<file path="src/rtl/core/mtmaf_pkg.sv">
`timescale 1ns / 1ps
package mtmaf_pkg;

	// port width of the sample and result fields
	localparam int FIELD_BITS = 12;

	// per-stage control that rides along with each word
	typedef struct packed {
		logic vld;
		logic warm;
	} stage_ctl_t;

endpackage

</file>
<file path="src/rtl/core/mtmaf_cell.sv">
`timescale 1ns / 1ps
module mtmaf_cell #(
	parameter int              WIDTH     = 12,
	parameter logic [WIDTH-1:0] RESET_VAL = '0
) (
	input  logic             clk,
	input  logic             arst_n,
	input  logic             shift,
	input  logic [WIDTH-1:0] d,
	output logic [WIDTH-1:0] q
);

	logic [WIDTH-1:0] val_q;

	always_ff @(posedge clk or negedge arst_n) begin
		if (!arst_n) begin
			val_q <= RESET_VAL;
		end else if (shift) begin
			val_q <= d;
		end
	end

	assign q = val_q;

endmodule

</file>
<file path="src/rtl/core/mtmaf_median.sv">
`timescale 1ns / 1ps
module mtmaf_median #(
	parameter int MEDIAN_TAPS = 5,
	parameter int SAMPLE_BITS = 12,
	parameter int START_LEVEL = 2048
) (
	input  logic                   clk,
	input  logic                   arst_n,
	input  logic                   shift,
	input  logic [SAMPLE_BITS-1:0] sample,
	output logic [SAMPLE_BITS-1:0] median
);

	localparam int                   CELLS     = MEDIAN_TAPS - 1;
	localparam int                   RW        = $clog2(MEDIAN_TAPS);
	localparam logic [SAMPLE_BITS-1:0] START_VAL = SAMPLE_BITS'(START_LEVEL);
	localparam logic [RW-1:0]        MID       = RW'(MEDIAN_TAPS / 2);

	// v[0] is the incoming sample, v[k] the k-th newest stored one
	logic [SAMPLE_BITS-1:0] v    [MEDIAN_TAPS];
	logic [RW-1:0]          rank [MEDIAN_TAPS];

	assign v[0] = sample;

	for (genvar k = 0; k < CELLS; k++) begin : g_tap
		mtmaf_cell #(
			.WIDTH    (SAMPLE_BITS),
			.RESET_VAL(START_VAL)
		) u_cell (
			.clk   (clk),
			.arst_n(arst_n),
			.shift (shift),
			.d     (v[k]),
			.q     (v[k+1])
		);
	end

	// rank with ties broken by position gives every entry a distinct rank
	always_comb begin
		for (int i = 0; i < MEDIAN_TAPS; i++) begin
			rank[i] = '0;
			for (int j = 0; j < MEDIAN_TAPS; j++) begin
				if (j != i) begin
					if ((v[j] < v[i]) || ((j < i) && (v[j] == v[i]))) begin
						rank[i] = rank[i] + RW'(1);
					end
				end
			end
		end
	end

	always_comb begin
		median = '0;
		for (int i = 0; i < MEDIAN_TAPS; i++) begin
			if (rank[i] == MID) begin
				median = median | v[i];
			end
		end
	end

endmodule

</file>
<file path="src/rtl/core/mtmaf_average.sv">
`timescale 1ns / 1ps
module mtmaf_average #(
	parameter int AVERAGE_TAPS = 8,
	parameter int SAMPLE_BITS  = 12,
	parameter int START_LEVEL  = 2048,
	parameter int TOTAL_BITS   = 15
) (
	input  logic                   clk,
	input  logic                   arst_n,
	input  logic                   update,
	input  logic [SAMPLE_BITS-1:0] median,
	output logic [TOTAL_BITS-1:0]  total_nxt
);

	localparam logic [SAMPLE_BITS-1:0] START_VAL = SAMPLE_BITS'(START_LEVEL);
	localparam longint unsigned        START_TOT = longint'(START_VAL) * AVERAGE_TAPS;
	localparam longint unsigned        MAX_TOT   =
		((longint'(1) << SAMPLE_BITS) - 1) * AVERAGE_TAPS;

	logic [SAMPLE_BITS-1:0] line [AVERAGE_TAPS+1];
	logic [TOTAL_BITS-1:0]  total_q;

	assign line[0] = median;

	for (genvar k = 0; k < AVERAGE_TAPS; k++) begin : g_tap
		mtmaf_cell #(
			.WIDTH    (SAMPLE_BITS),
			.RESET_VAL(START_VAL)
		) u_cell (
			.clk   (clk),
			.arst_n(arst_n),
			.shift (update),
			.d     (line[k]),
			.q     (line[k+1])
		);
	end

	// oldest entry leaves, new median enters
	assign total_nxt = total_q - TOTAL_BITS'(line[AVERAGE_TAPS]) + TOTAL_BITS'(median);

	always_ff @(posedge clk or negedge arst_n) begin
		if (!arst_n) begin
			total_q <= TOTAL_BITS'(START_TOT);
		end else if (update) begin
			total_q <= total_nxt;
		end
	end

	a_total_range: assert property (@(posedge clk) disable iff (!arst_n)
		longint'(total_q) <= MAX_TOT)
		else $error("running total above full scale");

	a_total_step: assert property (@(posedge clk) disable iff (!arst_n)
		!update |=> $stable(total_q))
		else $error("running total moved without an update");

endmodule

</file>
<file path="src/rtl/core/median_then_moving_average_filter.sv">
`timescale 1ns / 1ps
// Median-then-moving-average filter for one converter channel. Takes one
// sample word per clock while in_stall is low; each result passes through the
// registered median, running sum, reciprocal multiply and output register
// stages in that order. The first MEDIAN_TAPS samples after reset only
// fill the median window and come back raw with warming_up set. After that,
// each sample joins the window of the newest MEDIAN_TAPS samples, the window
// median enters an AVERAGE_TAPS deep moving average that starts at
// START_LEVEL, and filtered is its truncated mean. Bits of sample above
// SAMPLE_BITS are ignored. A stall on the output only stops the input once
// every stage holds a word.
module median_then_moving_average_filter
	import mtmaf_pkg::*;
#(
	parameter int MEDIAN_TAPS  = 5,
	parameter int AVERAGE_TAPS = 8,
	parameter int START_LEVEL  = 2048,
	parameter int SAMPLE_BITS  = 12
) (
	input  logic                  clk,
	input  logic                  arst_n,
	input  logic                  in_valid,
	output logic                  in_stall,
	input  logic [FIELD_BITS-1:0] sample,
	output logic                  out_valid,
	input  logic                  out_stall,
	output logic [FIELD_BITS-1:0] filtered,
	output logic                  warming_up
);

	localparam int              WCW        = $clog2(MEDIAN_TAPS + 1);
	localparam logic [WCW-1:0]  WARM_DONE  = WCW'(MEDIAN_TAPS);
	localparam int              TOTAL_BITS = SAMPLE_BITS + $clog2(AVERAGE_TAPS);
	// q = (t * RECIP) >> SHIFT is exact for every reachable total
	localparam int              SHIFT      = TOTAL_BITS + $clog2(AVERAGE_TAPS);
	localparam int              RECIP_BITS = TOTAL_BITS + 1;
	localparam longint unsigned RECIP_VAL  =
		((longint'(1) << SHIFT) + AVERAGE_TAPS - 1) / AVERAGE_TAPS;
	localparam logic [RECIP_BITS-1:0] RECIP = RECIP_BITS'(RECIP_VAL);
	localparam int              PROD_BITS  = TOTAL_BITS + RECIP_BITS;

	logic [SAMPLE_BITS-1:0] s_in;
	logic [SAMPLE_BITS-1:0] med;
	logic [TOTAL_BITS-1:0]  total_nxt;
	logic [WCW-1:0]         warm_cnt_q;
	logic                   warm_now;

	stage_ctl_t             ctl_s1, ctl_s2, ctl_s3;
	logic [FIELD_BITS-1:0]  raw_s1, raw_s2, raw_s3;
	logic [SAMPLE_BITS-1:0] med_s1;
	logic [TOTAL_BITS-1:0]  tot_s2;
	logic [PROD_BITS-1:0]   prod_s3;
	logic                   out_vld_q;
	logic                   warm_out_q;
	logic [FIELD_BITS-1:0]  filt_q;

	logic rdy_1, rdy_2, rdy_3, rdy_out;
	logic in_acc;
	logic avg_upd;

	// a stage can load when empty or when its word moves on
	assign rdy_out = !out_vld_q || !out_stall;
	assign rdy_3   = !ctl_s3.vld || rdy_out;
	assign rdy_2   = !ctl_s2.vld || rdy_3;
	assign rdy_1   = !ctl_s1.vld || rdy_2;

	assign in_stall = !rdy_1;
	assign in_acc   = in_valid && rdy_1;
	assign s_in     = SAMPLE_BITS'(sample);
	assign warm_now = warm_cnt_q < WARM_DONE;
	assign avg_upd  = ctl_s1.vld && !ctl_s1.warm && rdy_2;

	mtmaf_median #(
		.MEDIAN_TAPS(MEDIAN_TAPS),
		.SAMPLE_BITS(SAMPLE_BITS),
		.START_LEVEL(START_LEVEL)
	) u_median (
		.clk   (clk),
		.arst_n(arst_n),
		.shift (in_acc),
		.sample(s_in),
		.median(med)
	);

	mtmaf_average #(
		.AVERAGE_TAPS(AVERAGE_TAPS),
		.SAMPLE_BITS (SAMPLE_BITS),
		.START_LEVEL (START_LEVEL),
		.TOTAL_BITS  (TOTAL_BITS)
	) u_average (
		.clk      (clk),
		.arst_n   (arst_n),
		.update   (avg_upd),
		.median   (med_s1),
		.total_nxt(total_nxt)
	);

	always_ff @(posedge clk or negedge arst_n) begin
		if (!arst_n) begin
			warm_cnt_q <= '0;
		end else if (in_acc && warm_now) begin
			warm_cnt_q <= warm_cnt_q + WCW'(1);
		end
	end

	// control
	always_ff @(posedge clk or negedge arst_n) begin
		if (!arst_n) begin
			ctl_s1    <= '0;
			ctl_s2    <= '0;
			ctl_s3    <= '0;
			out_vld_q <= 1'b0;
		end else begin
			if (rdy_1) begin
				ctl_s1.vld  <= in_acc;
				ctl_s1.warm <= warm_now;
			end
			if (rdy_2) begin
				ctl_s2 <= ctl_s1;
			end
			if (rdy_3) begin
				ctl_s3 <= ctl_s2;
			end
			if (rdy_out) begin
				out_vld_q <= ctl_s3.vld;
			end
		end
	end

	// payload
	always_ff @(posedge clk) begin
		if (in_acc) begin
			raw_s1 <= FIELD_BITS'(s_in);
			med_s1 <= med;
		end
		if (rdy_2 && ctl_s1.vld) begin
			raw_s2 <= raw_s1;
			tot_s2 <= total_nxt;
		end
		if (rdy_3 && ctl_s2.vld) begin
			raw_s3  <= raw_s2;
			prod_s3 <= PROD_BITS'(tot_s2) * PROD_BITS'(RECIP);
		end
		if (rdy_out && ctl_s3.vld) begin
			warm_out_q <= ctl_s3.warm;
			filt_q     <= ctl_s3.warm ? raw_s3 : FIELD_BITS'(prod_s3 >> SHIFT);
		end
	end

	assign out_valid  = out_vld_q;
	assign filtered   = filt_q;
	assign warming_up = warm_out_q;

	a_warm_bound: assert property (@(posedge clk) disable iff (!arst_n)
		warm_cnt_q <= WARM_DONE)
		else $error("warm-up count past window size");

	a_warm_sticky: assert property (@(posedge clk) disable iff (!arst_n)
		(warm_cnt_q == WARM_DONE) |=> (warm_cnt_q == WARM_DONE))
		else $error("warm-up count left its final value");

	a_warm_tag: assert property (@(posedge clk) disable iff (!arst_n)
		(in_acc && warm_now) |=> (ctl_s1.vld && ctl_s1.warm))
		else $error("warm-up word not tagged in first stage");

	a_filtered_after_warm: assert property (@(posedge clk) disable iff (!arst_n)
		(out_vld_q && !warm_out_q) |-> (warm_cnt_q == WARM_DONE))
		else $error("filtered word before warm-up finished");

endmodule
</file>
<file path="config.mk">
export PLATFORM = sky130hd
export DESIGN_NAME = median_then_moving_average_filter
export DESIGN_NICKNAME = d
export VERILOG_FILES = /design/src/rtl/core/mtmaf_pkg.sv /design/src/rtl/core/mtmaf_cell.sv /design/src/rtl/core/mtmaf_median.sv /design/src/rtl/core/mtmaf_average.sv /design/src/rtl/core/median_then_moving_average_filter.sv
export SDC_FILE = /design/constraint.sdc
export NUM_CORES = 1
export LEC_CHECK = 0
export BUFFER_PORTS_ARGS = -buffer_cell sky130_fd_sc_hd__clkbuf_2
export CAP_MARGIN = 15
export CORE_MARGIN = 1
export CORE_UTILIZATION = 36
export DETAILED_ROUTE_END_ITERATION = 8
export PLACE_DENSITY_LB_ADDON = 0.25
export SETUP_SLACK_MARGIN = 0.15
export SLEW_MARGIN = 10
export SYNTH_ARGS = -nofsm -noshare
export SYNTH_HDL_FRONTEND = slang
export SYNTH_SLANG_ARGS = --single-unit
</file>
<file path="constraint.sdc">
create_clock -name clk -period 6.49 [get_ports clk]
set_input_delay 0.3245 -clock clk [delete_from_list [all_inputs] [get_ports clk]]
set_output_delay 0.3245 -clock clk [all_outputs]
set_load 0.01 [all_outputs]
</file>
==> metrics <==
skew final 0.0225 ns; # diodes 0; Crit. End Element flop; vias 8791; Synth cell types 61; Initial Util 0.368; root buffer cell clkbuf_16; RSZ-0062 raised after global routing false; full die area 0.0384 mm2; Setup Total Neg Slack 0 ns; Post-synth EDFFs 85; WL final 30100 um; Mapped Area 0.0136 mm2; FF+latch count, synth 254; Routed Antenna Nets 0; crit-path leading delay family compound AO/OA/AOI/OAI gates; yosys warns 0; Sink Count 254; DR pass1 iterations 8; critical path type in2reg; Global Route Usage Sum 0.162; H-tree depth 1; grt ovf 0; Cells after Synth 1163; Post-route DRC 0; Cell Chain, Critical Path dlygate4sd3_1 > clkbuf_2 > inv_1 > ha_1 > and3_1 > a221o_1 > a221oi_1 > o21ai_0 > a31o_2 > ha_1 > xnor2_1 > ha_1 > nor2b_1 > and4_1 > mux2i_1 > mux2i_1 > buf_4 > a22oi_1 > nand2_1; worst path required time 6.90 ns; CP Launch Type input pin; Mean Syn Cell Area 11.7 um2; Die H 196 um; maximum fanout along the worst path 7; share of cells above drive strength 1 0.169; crit-path max cell delay 0.71 ns; DPL Wire Length 22100 um; worst vdd ir 0.281 mV; CTS tree built; Power Density 526 mW/mm2; Inserted Clock Buffers 28; Tmin final 4.68 ns; async set or reset register ratio after synthesis 0.665; Final Non-Filler Cells 1730; Slew Limit Headroom 0.292; Clock Tree Buf Depth 3; Filler Cell Count 3516; CP most frequent cell ha_1; cell total after placement 1673; period utilisation layout 0.721; number of global-route vias before repair 8774; Clk pin slew, worst setup/hold paths 0.06 ns; Hold Vio Cnt, Final 0; Hold WC Path Type in2reg; Mapped Nets 1342; Worst path slowest cell mux2i_1; fin. max-slew vios 0; largest net degree at the start of global routing 103; placeable core area 0.0369 mm2; initial antenna violation count 0; sequential share of the synthesized area 0.501; Buffers & Inverters on Critical Path 4; initial detailed-routing violation count 600; Arr. time, crit path 5.09 ns; max_cap viols 0; Worst Tran Pin Value 1.06 ns; Leak 6.91 nW; post-cts resize count 0; first-pass GRT wire length 48400 um; # rows 70; flop2flop setup slack 1.88 ns; Routed WL per cell 17.4 um; Synth Flop Type dfrtp_1; drt via density 5.08; port bufs 30; final net count 1383; final setup vio count 0; Die W 196 um; placer's final routability congestion estimate 0.855; Area Overhead vs Synth 12.3%; outcome finished clean; Placement Cell Area 0.0143 mm2; # IOs 31; Fmax achieved 0.214 GHz; cell area after layout 0.0152 mm2; Clock Latency Late Sink 0.57 ns
## state kept, by name (all words and copies together) (netlist names), 3 cells and up
| register | flops |
|---|---|
| filtered | 12 |
| med_s1 | 12 |
| prod_s3 | 12 |
| raw_s1 | 12 |
| raw_s2 | 12 |
| raw_s3 | 12 |
| tot_s2 | 12 |
| u_average.g_tap.u_cell.q | 96 |
| u_average.total_q | 15 |
| u_median.g_tap.u_cell.q | 48 |
| warm_cnt_q | 3 |
## worst reg2reg max path, delay by kind of cell (launching register included)
family / cells / cell delay (ns)
adders and majority gates: 3 / 0.90
xor gates and xnor gates: 1 / 0.15
DFF: 1 / 0.41
and+or+nand+nor: 3 / 0.44
buffers and inverters: 2 / 0.41
muxes: 2 / 0.79
AOI/OAI and AO/OA: 6 / 1.36
## final cells by class
cell class | instances | area, um2 | share of cell area
clock buffers | 43 | 802 | 0.0527
clock inverters | 9 | 105 | 0.00690
inverters | 123 | 462 | 0.0303
multi-input cells | 755 | 6170 | 0.405
flip-flops and latches | 254 | 6800 | 0.446
well taps | 504 | 631 | 0.0414
repair buffers | 42 | 259 | 0.0170
## layout by cell type, fill, tap and decap left out, types with 3 or more instances in the layout
cell type      instances
dfrtp_1              156
ha_1                 151
inv_1                122
mux2_2               109
nand2_1              102
edfxtp_1              85
o21ai_0               81
a21oi_1               49
clkbuf_16             29
clkbuf_2              29
nor2_1                23
nand4_1               22
a21o_1                18
nand3_1               15
a22oi_1               14
nor2b_1               13
dfstp_2               13
xnor2_1               12
a222oi_1              12
fa_1                  12
clkbuf_1              11
nand2b_1              10
mux2i_1                9
o211ai_1               8
a31oi_1                7
nor3_1                 7
xor2_1                 7
buf_4                  7
and2_1                 6
o21a_1                 6
dlygate4sd3_1          5
and4_1                 4
a211o_1                4
nor4_1                 4
a221o_1                3
a221oi_1               3
a31o_2                 3
or3_1                  3
o31a_1                 3
clkinv_2               3
## layer usage
metal | wire length (um) | global-route usage | vias up | share of wire
met5 | 0 | 0 | - | 0
met2 | 14100 | 0.269 | 216 | 0.47
met1 | 14100 | 0.223 | 4256 | 0.47
li1 | - | - | 4284 | -
met3 | 1320 | 0.0213 | 35 | 0.044
met4 | 556 | 0.0367 | 0 | 0.018
## logic make-up after synthesis
kind of cell               synth area share
muxes                                0.0972
buffers and inverters                0.0434
and+or+nand+nor                      0.0791
adders and majority gates             0.157
xor gates and xnor gates             0.0123
AOI/OAI and AO/OA                     0.110
DFF                                   0.501
## synth_stat cells, types with 3 or more instances
| cell | count | share of area |
|---|---|---|
| a211o_1 | 4 | 0.0026 |
| a21boi_0 | 3 | 0.0017 |
| a21o_1 | 18 | 0.010 |
| a21oi_1 | 49 | 0.018 |
| a221o_1 | 3 | 0.0022 |
| a221oi_1 | 3 | 0.0019 |
| a222oi_1 | 12 | 0.0089 |
| a22oi_1 | 14 | 0.0078 |
| a31o_2 | 3 | 0.0019 |
| a31oi_1 | 7 | 0.0032 |
| and2_1 | 6 | 0.0028 |
| and4_1 | 4 | 0.0026 |
| clkbuf_1 | 26 | 0.0072 |
| dfrtp_1 | 156 | 0.29 |
| dfstp_2 | 13 | 0.025 |
| edfxtp_1 | 85 | 0.19 |
| fa_1 | 12 | 0.018 |
| ha_1 | 151 | 0.14 |
| inv_1 | 122 | 0.034 |
| mux2_2 | 109 | 0.091 |
| mux2i_1 | 9 | 0.0066 |
| nand2_1 | 102 | 0.028 |
| nand2b_1 | 10 | 0.0046 |
| nand3_1 | 15 | 0.0055 |
| nand4_1 | 22 | 0.010 |
| nor2_1 | 23 | 0.0064 |
| nor2b_1 | 13 | 0.0060 |
| nor3_1 | 7 | 0.0026 |
| nor4_1 | 4 | 0.0018 |
| o211ai_1 | 8 | 0.0044 |
| o21a_1 | 6 | 0.0033 |
| o21ai_0 | 81 | 0.030 |
| o31a_1 | 3 | 0.0019 |
| or2_2 | 3 | 0.0014 |
| or3_1 | 3 | 0.0014 |
| xnor2_1 | 12 | 0.0078 |
| xor2_1 | 7 | 0.0045 |
## what timing repair did
action	4_1_cts	5_1_grt
setup endpoints to repair	0	0
hold endpoints to repair	97	0
setup buffers	0	0
hold buffers	5	0
## through the flow
stage / hold slack (ns) / total power, mW / util / worst slack (ns)
finish: 0.0227 / 8.02 / 0.413 / 1.81
global placement: 0.403 / 6.41 / 0.387 / 1.96
CTS: 0.00794 / 8.10 / 0.413 / 1.84
global route: 0.0120 / 8.68 / 0.413 / 1.50
floorplan: 0.0289 / 5.50 / - / 2.57
detailed placement: 0.405 / 6.50 / 0.387 / 1.85
## path summary, 6_finish.rpt
| kind | depth (start not counted) | from | to |
|---|---|---|---|
| setup / recovery | 19 | sample[2] | med_s1[7]$_DFFE_PP_ |
| hold / removal | 1 | sample[3] | raw_s1[3]$_DFFE_PP_ |
| setup reg to reg | 17 | u_median.g_tap[0].u_cell.q[2]$_DFFE_PN0P_ | med_s1[7]$_DFFE_PP_ |
| hold reg to reg | 0 | tot_s2[6]$_DFFE_PP_ | prod_s3[21]$_DFFE_PP_ |
| max in group asynchronous | 3 | arst_n | u_median.g_tap[3].u_cell.q[3]$_DFFE_PN0P_ |
| min in group asynchronous | 2 | arst_n | u_average.g_tap[3].u_cell.q[10]$_DFFE_PN0P_ |
## power breakdown
part	internal [mW]	leakage (nW)	total (mW)	switching, mW
Sequential	2.42	2.90	2.77	0.355
Combinational	1.64	3.58	3.69	2.06
Clock	0.897	0.435	1.55	0.655
(Power assumes the default switching activity.)
